### src/rtl/core/jog_shuttle_packet_decoder_defines.svh
// ---------------------------------------------------------------------------
// Jog/shuttle packet decoder assertion macros
// Concurrent check wrappers, compiled out when SYNTH is defined.
// ---------------------------------------------------------------------------
`ifndef JOG_SHUTTLE_PACKET_DECODER_DEFINES_SVH
`define JOG_SHUTTLE_PACKET_DECODER_DEFINES_SVH

`ifndef SYNTH

// Check a property outside reset
`define JSD_ASSERT(label, clk, rst, prop) \
  label: assert property (@(posedge clk) disable iff (rst) prop) \
    else $error("jsd: property violated");

// Check a property at every edge, reset included
`define JSD_ASSERT_ALWAYS(label, clk, prop) \
  label: assert property (@(posedge clk) prop) \
    else $error("jsd: property violated");

`else

`define JSD_ASSERT(label, clk, rst, prop)
`define JSD_ASSERT_ALWAYS(label, clk, prop)

`endif

`endif

### src/rtl/core/jsd_pkg.sv
// ---------------------------------------------------------------------------
// Jog/shuttle packet decoder package
// Shared types, protocol bytes and wheel decode tables.
// ---------------------------------------------------------------------------
package jsd_pkg;

  // Protocol bytes
  localparam logic [7:0] START_BYTE  = 8'h07;
  localparam logic [7:0] HEADER_BYTE = 8'h03;

  // Parser positions: idle, then index of the next packet byte plus one
  localparam logic [2:0] POS_IDLE = 3'd0;
  localparam logic [2:0] POS_LAST = 3'd4;

  // Inner wheel lock code and step count limit
  localparam logic [1:0]        LOCK_CODE = 2'd3;
  localparam logic signed [7:0] CNT_MAX   = 8'sd127;

  typedef enum logic [1:0] {
    EV_BUTTON = 2'd0,
    EV_LOCK   = 2'd1,
    EV_SPEED  = 2'd2
  } event_kind_t;

  // Completed packet handed from parser to decoder
  typedef struct packed {
    logic       go;
    logic [7:0] wheel;
    logic [7:0] keys;
  } pkt_t;

  // Set of events from one packet; pending is {buttons 6..0, lock, speed}
  typedef struct packed {
    logic [8:0]        pending;
    logic [6:0]        keys;
    logic [6:0]        old_keys;
    logic signed [1:0] dir;
    logic [31:0]       hist;
    logic signed [3:0] speed;
    logic signed [3:0] prev_speed;
  } evset_t;

  // Clockwise history pattern for the newest inner code
  function automatic logic [15:0] right_pattern(input logic [1:0] code);
    logic [15:0] r;
    unique case (code)
      2'd0:    r = 16'h1320;
      2'd1:    r = 16'h3201;
      2'd2:    r = 16'h0132;
      default: r = 16'h2013;
    endcase
    return r;
  endfunction

  // Anticlockwise history pattern for the newest inner code
  function automatic logic [15:0] left_pattern(input logic [1:0] code);
    logic [15:0] r;
    unique case (code)
      2'd0:    r = 16'h2310;
      2'd1:    r = 16'h0231;
      2'd2:    r = 16'h3102;
      default: r = 16'h1023;
    endcase
    return r;
  endfunction

  // Outer ring code to shuttle speed
  function automatic logic signed [3:0] speed_of(input logic [3:0] code);
    logic signed [3:0] s;
    unique case (code)
      4'd0:    s = -4'sd5;
      4'd1:    s = 4'sd5;
      4'd2:    s = -4'sd6;
      4'd3:    s = 4'sd6;
      4'd4:    s = -4'sd4;
      4'd5:    s = 4'sd4;
      4'd6:    s = -4'sd7;
      4'd7:    s = 4'sd7;
      4'd8:    s = -4'sd2;
      4'd9:    s = 4'sd2;
      4'd10:   s = -4'sd1;
      4'd11:   s = 4'sd1;
      4'd12:   s = -4'sd3;
      4'd13:   s = 4'sd3;
      default: s = 4'sd0;
    endcase
    return s;
  endfunction

endpackage

### src/rtl/core/jsd_parser.sv
// ---------------------------------------------------------------------------
// Jog/shuttle packet parser
// Frames received bytes into packets and flags completed good packets.
// ---------------------------------------------------------------------------
`include "jog_shuttle_packet_decoder_defines.svh"

module jsd_parser
  import jsd_pkg::*;
(
  input  logic       clk,
  input  logic       rst,
  input  logic       rx_valid,
  output logic       rx_stall,
  input  logic [7:0] rx_byte,
  input  logic       can_load,
  output pkt_t       pkt
);

  logic [2:0] pos;
  logic [2:0] pos_next;
  logic [7:0] pkt_bytes [3];
  logic [1:0] wr_idx;
  logic       accept;

  // Hold the check byte while the previous event set is still draining
  assign rx_stall = (pos == POS_LAST) && !can_load;
  assign accept   = rx_valid && !rx_stall;
  assign wr_idx   = pos[1:0] - 2'd1;

  // Advance the byte position
  always_comb begin
    pos_next = pos;
    if (accept) begin
      priority if (pos == POS_IDLE) begin
        if (rx_byte == START_BYTE) begin
          pos_next = 3'd1;
        end
      end else if (pos == POS_LAST) begin
        pos_next = POS_IDLE;
      end else begin
        pos_next = pos + 3'd1;
      end
    end
  end

  always_ff @(posedge clk) begin
    if (rst) begin
      pos <= POS_IDLE;
    end else begin
      pos <= pos_next;
    end
  end

  // Store header, wheel and key bytes
  always_ff @(posedge clk) begin
    if (accept && pos != POS_IDLE && pos != POS_LAST) begin
      pkt_bytes[wr_idx] <= rx_byte;
    end
  end

  // Flag a complete packet with a good header; drop anything else
  assign pkt.go    = accept && (pos == POS_LAST) && (pkt_bytes[0] == HEADER_BYTE);
  assign pkt.wheel = pkt_bytes[1];
  assign pkt.keys  = pkt_bytes[2];

  `JSD_ASSERT(a_idle_drop, clk, rst,
    (accept && pos == POS_IDLE && rx_byte != START_BYTE) |=> (pos == POS_IDLE))

endmodule

### src/rtl/core/jsd_decoder.sv
// ---------------------------------------------------------------------------
// Jog/shuttle packet decoder core
// Tracks key, wheel and history state and builds the event set of a packet.
// ---------------------------------------------------------------------------
`include "jog_shuttle_packet_decoder_defines.svh"

module jsd_decoder
  import jsd_pkg::*;
(
  input  logic   clk,
  input  logic   rst,
  input  pkt_t   pkt,
  output evset_t evs
);

  logic [6:0]        prev_keys;
  logic [1:0]        prev_inner;
  logic [3:0]        prev_outer;
  logic [31:0]       hist;
  logic signed [7:0] cnt;

  logic [6:0]        keys;
  logic [1:0]        inner;
  logic [3:0]        outer;
  logic              inner_chg;
  logic              lock;
  logic [31:0]       hist_next;
  logic signed [7:0] cnt_step;
  logic signed [7:0] cnt_next;
  logic signed [1:0] dir;

  // Unpack the packet and build the event set
  always_comb begin
    keys      = ~pkt.keys[7:1];
    inner     = pkt.wheel[7:6];
    outer     = pkt.wheel[5:2];
    inner_chg = (inner != prev_inner);
    hist_next = inner_chg ? {hist[27:0], 2'b00, inner} : hist;

    // Count direction on a matching history, saturating
    cnt_step = cnt;
    if (inner_chg) begin
      priority if (hist_next[15:0] == right_pattern(inner)) begin
        if (cnt != CNT_MAX) begin
          cnt_step = cnt + 8'sd1;
        end
      end else if (hist_next[15:0] == left_pattern(inner)) begin
        if (cnt != -CNT_MAX) begin
          cnt_step = cnt - 8'sd1;
        end
      end else begin
        cnt_step = cnt;
      end
    end

    // Resolve the direction at the lock position
    lock     = inner_chg && (inner == LOCK_CODE);
    dir      = (cnt_step > 8'sd0) ? 2'sd1 : -2'sd1;
    cnt_next = lock ? {{6{dir[1]}}, dir} : cnt_step;

    evs.pending    = {keys ^ prev_keys, lock, outer != prev_outer};
    evs.keys       = keys;
    evs.old_keys   = prev_keys;
    evs.dir        = dir;
    evs.hist       = hist_next;
    evs.speed      = speed_of(outer);
    evs.prev_speed = speed_of(prev_outer);
  end

  // Update the tracked state on each good packet
  always_ff @(posedge clk) begin
    if (rst) begin
      prev_keys  <= '0;
      prev_inner <= LOCK_CODE;
      prev_outer <= 4'hf;
      hist       <= '0;
      cnt        <= '0;
    end else if (pkt.go) begin
      prev_keys  <= keys;
      prev_inner <= inner;
      prev_outer <= outer;
      hist       <= hist_next;
      cnt        <= cnt_next;
    end
  end

  `JSD_ASSERT(a_lock_unit, clk, rst,
    (pkt.go && lock) |=> (cnt == 8'sd1 || cnt == -8'sd1))

endmodule

### src/rtl/core/jsd_emitter.sv
// ---------------------------------------------------------------------------
// Jog/shuttle event emitter
// Registers one packet's event set and hands out its events in order.
// ---------------------------------------------------------------------------
`include "jog_shuttle_packet_decoder_defines.svh"

module jsd_emitter
  import jsd_pkg::*;
(
  input  logic              clk,
  input  logic              rst,
  input  logic              go,
  input  evset_t            evs_in,
  output logic              can_load,
  output logic              ev_valid,
  input  logic              ev_stall,
  output event_kind_t       event_kind,
  output logic [6:0]        button_bit,
  output logic              button_pressed,
  output logic [6:0]        key_mask,
  output logic [6:0]        old_key_mask,
  output logic signed [1:0] inner_direction,
  output logic [31:0]       inner_history,
  output logic signed [3:0] outer_speed,
  output logic signed [3:0] outer_old_speed,
  output logic              last_event
);

  evset_t     evs;
  logic [8:0] sel;
  logic [8:0] rest;
  logic       found;
  logic       take;
  logic       load;

  // Pick the highest pending event
  always_comb begin
    sel   = '0;
    found = 1'b0;
    for (int i = 8; i >= 0; i--) begin
      if (evs.pending[i] && !found) begin
        sel[i] = 1'b1;
        found  = 1'b1;
      end
    end
  end

  assign rest     = evs.pending & ~sel;
  assign ev_valid = |evs.pending;
  assign take     = ev_valid && !ev_stall;
  assign can_load = !ev_valid || (take && rest == '0);
  assign load     = go && (|evs_in.pending);

  // Load a new set, or drop the event just taken
  always_ff @(posedge clk) begin
    if (rst) begin
      evs.pending <= '0;
    end else if (load) begin
      evs <= evs_in;
    end else if (take) begin
      evs.pending <= rest;
    end
  end

  // Drive the fields of the current event
  always_comb begin
    event_kind      = EV_BUTTON;
    button_bit      = '0;
    button_pressed  = 1'b0;
    key_mask        = '0;
    old_key_mask    = '0;
    inner_direction = '0;
    inner_history   = '0;
    outer_speed     = '0;
    outer_old_speed = '0;
    priority if (sel[0]) begin
      event_kind      = EV_SPEED;
      outer_speed     = evs.speed;
      outer_old_speed = evs.prev_speed;
    end else if (sel[1]) begin
      event_kind      = EV_LOCK;
      inner_direction = evs.dir;
      inner_history   = evs.hist;
    end else begin
      button_bit     = sel[8:2];
      button_pressed = |(sel[8:2] & evs.keys);
      key_mask       = evs.keys;
      old_key_mask   = evs.old_keys;
    end
    last_event = (rest == '0);
  end

  `JSD_ASSERT_ALWAYS(a_reset_empty, clk, rst |=> !ev_valid)
  `JSD_ASSERT(a_more_follow, clk, rst, (take && rest != '0) |=> ev_valid)
  `JSD_ASSERT(a_load_free, clk, rst, load |-> can_load)

endmodule

### src/rtl/core/jog_shuttle_packet_decoder.sv
// ---------------------------------------------------------------------------
// Jog/shuttle packet decoder
// Frames controller bytes into packets and turns key and wheel changes into
// button, lock step and speed events.
// ---------------------------------------------------------------------------
//  channel  handshake           payload
//  rx       rx_valid/rx_stall   rx_byte
//  ev       ev_valid/ev_stall   event_kind .. last_event, one event a request
//
//  One byte is taken per cycle unless rx stalls; a good packet is decoded as
//  its check byte is taken and its events appear on ev from the next cycle.
//  A packet gives zero to nine events, one per cycle while ev is not stalled,
//  set by the event register draining one event at a time.
//  rx stalls only on a check byte while the previous packet's events are
//  still waiting; it is released in the cycle the last one is taken.
//  Reset is synchronous; there is no clearing pass.
// ---------------------------------------------------------------------------
module jog_shuttle_packet_decoder
  import jsd_pkg::*;
(
  input  logic              clk,
  input  logic              rst,
  input  logic              rx_valid,
  output logic              rx_stall,
  input  logic [7:0]        rx_byte,
  output logic              ev_valid,
  input  logic              ev_stall,
  output logic [1:0]        event_kind,
  output logic [6:0]        button_bit,
  output logic              button_pressed,
  output logic [6:0]        key_mask,
  output logic [6:0]        old_key_mask,
  output logic signed [1:0] inner_direction,
  output logic [31:0]       inner_history,
  output logic signed [3:0] outer_speed,
  output logic signed [3:0] outer_old_speed,
  output logic              last_event
);

  pkt_t        pkt;
  evset_t      evs;
  logic        can_load;
  event_kind_t kind;

  // Frame bytes into packets
  jsd_parser u_parser (
    .clk      (clk),
    .rst      (rst),
    .rx_valid (rx_valid),
    .rx_stall (rx_stall),
    .rx_byte  (rx_byte),
    .can_load (can_load),
    .pkt      (pkt)
  );

  // Decode a packet against the tracked state
  jsd_decoder u_decoder (
    .clk (clk),
    .rst (rst),
    .pkt (pkt),
    .evs (evs)
  );

  // Hand out the events
  jsd_emitter u_emitter (
    .clk             (clk),
    .rst             (rst),
    .go              (pkt.go),
    .evs_in          (evs),
    .can_load        (can_load),
    .ev_valid        (ev_valid),
    .ev_stall        (ev_stall),
    .event_kind      (kind),
    .button_bit      (button_bit),
    .button_pressed  (button_pressed),
    .key_mask        (key_mask),
    .old_key_mask    (old_key_mask),
    .inner_direction (inner_direction),
    .inner_history   (inner_history),
    .outer_speed     (outer_speed),
    .outer_old_speed (outer_old_speed),
    .last_event      (last_event)
  );

  assign event_kind = kind;

endmodule
### config.mk
export PLATFORM = sky130hd
export DESIGN_NAME = jog_shuttle_packet_decoder
export DESIGN_NICKNAME = d
export VERILOG_FILES = /design/src/rtl/core/jsd_pkg.sv /design/src/rtl/core/jsd_parser.sv /design/src/rtl/core/jsd_decoder.sv /design/src/rtl/core/jsd_emitter.sv /design/src/rtl/core/jog_shuttle_packet_decoder.sv
export VERILOG_INCLUDE_DIRS = /design/src /design/src/rtl/core
export SDC_FILE = /design/constraint.sdc
export NUM_CORES = 1
export LEC_CHECK = 0
export BUFFER_PORTS_ARGS = -buffer_cell sky130_fd_sc_hd__buf_2
export CAP_MARGIN = 10
export CORE_ASPECT_RATIO = 1.4
export CORE_UTILIZATION = 35
export CTS_CLUSTER_DIAMETER = 60
export DETAILED_ROUTE_END_ITERATION = 10
export PLACE_DENSITY_LB_ADDON = 0.05
export SYNTH_ARGS = -nofsm -noshare
export SYNTH_HDL_FRONTEND = slang
export SYNTH_HIERARCHICAL = 1
export SYNTH_SLANG_ARGS = --single-unit
export TNS_END_PERCENT = 20
### constraint.sdc
create_clock -name clk -period 7.4 [get_ports clk]
set_input_delay 1.48 -clock clk [delete_from_list [all_inputs] [get_ports clk]]
set_output_delay 1.48 -clock clk [all_outputs]
set_load 0.03 [all_outputs]
==> impl_metrics.ini <==
[cells_and_area]
nets = 871
utilization_pct = 40.55
regArea_mm2 = 0.003694
antenna_cells = 0
multi_input_area_mm2 = 0.003427
drive_gt1_share_pct = 17.01
syn2layout_area_growth_pct = 14.27
fin_area_mm2 = 0.008567
fillers = 2091

[place]
hpwl_um = 12560
place_area_mm2 = 0.007996
io_buffers = 80
gp_congestion = 0.8400

[worst_setup_path]
endpoint = rx_stall
reg2reg_to = u_emitter/evs[18]$_DFFE_PP_
worst_r2r_path_depth = 10
required_ns = 5.92
crit_path_start_kind = input port
path_max_fanout = 6
path_class = in -> out
cp-end-kind = output pin
rr_startpoint = u_emitter/evs[61]$_SDFFE_PP0P_
critPathLaunch = ev_stall
rrSetupSlack_ns = 3.33
arrival_ns = 2.96

[floorplan]
start_util_pct = 35.49
core_area_mm2 = 0.02113
die_h_um = 175.2
row_count = 63
ios = 81
die-area_mm2 = 0.02202
die_x_um = 125.7

[routing]
vias = 5875
via_per_inst = 5.227
drt_iter0_drc = 417
wirelength_um = 18340
firstDrtPassIters = 5
routedWlPerCell_um = 16.32
drtAntennaViolNets = 0
drc = 0

[sta]
maxSlewViolCount = 0
fin_tns_setup_ns = 0
worst_pin_slew_ns = 1.070
setup_viol = 0
fin_crit_sh_pct = 60.04
skew_ns = 0.01287
period_minus_slack_ns = 4.443
max_freq_ghz = 0.2251
relSlewSlack_pct = 28.51
rsz0062_at_grt = false
hold_viol = 0

[synthesis]
netlist_area_mm2 = 0.007497
synthCells = 807
ys_warn_count = 6
syn-mean-instance-area_um2 = 9.290
synthesis.nets = 827

[clocking]
htreeDepth = 4
numCtsBuffers = 17
clock_latency_ns = 0.42
numClockSinks = 146
root_buffer = clkbuf_16
cts_buffer_depth = 2
cts_tree = done
postCtsSetupRepairBufs = 0
path_clk_slew_ns = 0.06
cts.repair.resized = 0
hold_buffers = 0

[flow_run]
max_cap_viol_count = 0

[min_path]
hold_class = reg -> reg

[global_route]
antenna_found_initial = 0
gr-usage-all-layers_pct = 17.31
grt_pass1_wl_um = 29880
grt_pass1_vias = 5631
overflow = 0
grt_max_degree = 58

[power]
power_density_mw_per_mm2 = 196.9
ir_drop_uv = 148.6
leakagePower_nw = 3.393

[status]
status = finished, final reports clean
## power breakdown
part	switching (W)	total, W	internal [W]
registers	0.0000000616	0.000846	0.000846
logic	0.0000120	0.0000163	0.00000428
clock network	0.000329	0.000825	0.000495
## metrics by stage
stage	worst slack (ns)	power (W)	cells	hold slack [ns]
after floorplan	1.088	0.0008714	807	0.3855
after global placement	2.678	0.0008798	1092	0.3938
after detailed placement	2.611	0.0008800	1092	0.3887
after CTS	2.964	0.001713	1124	0.4038
after global routing	2.815	0.001747	1124	0.4105
final	2.957	0.001687	1124	0.4031
## sequential cells by signal (all words and copies together), names as in the netlist
signal	flops
u_decoder/prev_outer	4
u_parser/pkt_bytes	21
u_decoder/cnt	8
u_decoder/hist	32
u_decoder/evs	4
u_decoder/prev_inner	2
u_parser/pos	3
u_emitter/evs	65
u_decoder/prev_keys	7
## how the worst min path moves through the flow
stage,cells after the start,from,endpoint
2_1_floorplan,0,u_decoder/evs[0]$_DFF_P_,u_emitter/evs[0]$_DFFE_PP_
3_3_place_gp,0,u_decoder/evs[2]$_DFF_P_,u_emitter/evs[2]$_DFFE_PP_
3_5_place_dp,0,u_decoder/evs[1]$_DFF_P_,u_emitter/evs[1]$_DFFE_PP_
4_1_cts,0,u_decoder/evs[1]$_DFF_P_,u_emitter/evs[1]$_DFFE_PP_
5_1_grt,0,u_decoder/evs[1]$_DFF_P_,u_emitter/evs[1]$_DFFE_PP_
6_report,0,u_decoder/evs[1]$_DFF_P_,u_emitter/evs[1]$_DFFE_PP_
## cell type report
class                   instances  share of cell area [%]
well taps                     260                   3.797
repair buffers                 89                   5.462
flip-flops and latches        146                   43.11
multi-input cells             575                   40.00
clock inverters                13                   1.607
clock buffers                  19                   5.053
inverters                      22                  0.9639
## placed cells by master, fill, tap and decap left out, drive strengths merged, types with 3 or more instances in the layout
cell type	instances
a211oi	10
a21oi	55
a221oi	4
a22oi	4
a31oi	4
a41oi	3
and2	21
and3	46
buf	89
clkbuf	19
clkinv	7
clkinvlp	3
dfxtp	69
edfxtp	77
ha	8
inv	23
mux2i	14
nand2	183
nand2b	7
nand3	18
nand3b	3
nand4	7
nor2	30
nor2b	22
nor3	12
nor3b	4
nor4	10
o211ai	6
o21a	3
o21ai	18
o221ai	3
o22ai	3
or2	3
or3	7
or4	4
xnor2	18
xor2	5
## worst max-delay path, cell delays in order
cell	delay (ns)
buf_2	0.13
or2_2	0.29
or2_2	0.31
nand2b_1	0.15
nand3_1	0.16
and3b_1	0.23
buf_2	0.19
## routing by layer
layer  up-vias  global-route usage [%]  part of all wire (%)
met3        21                   3.246                   3.5
li1       2924                       -                     -
met2       123                   29.70                    50
met1      2807                   21.61                    45
met4         0                   6.098                   1.3
met5         -                       0                     0
Note: power is estimated with default switching activity, not from simulation.
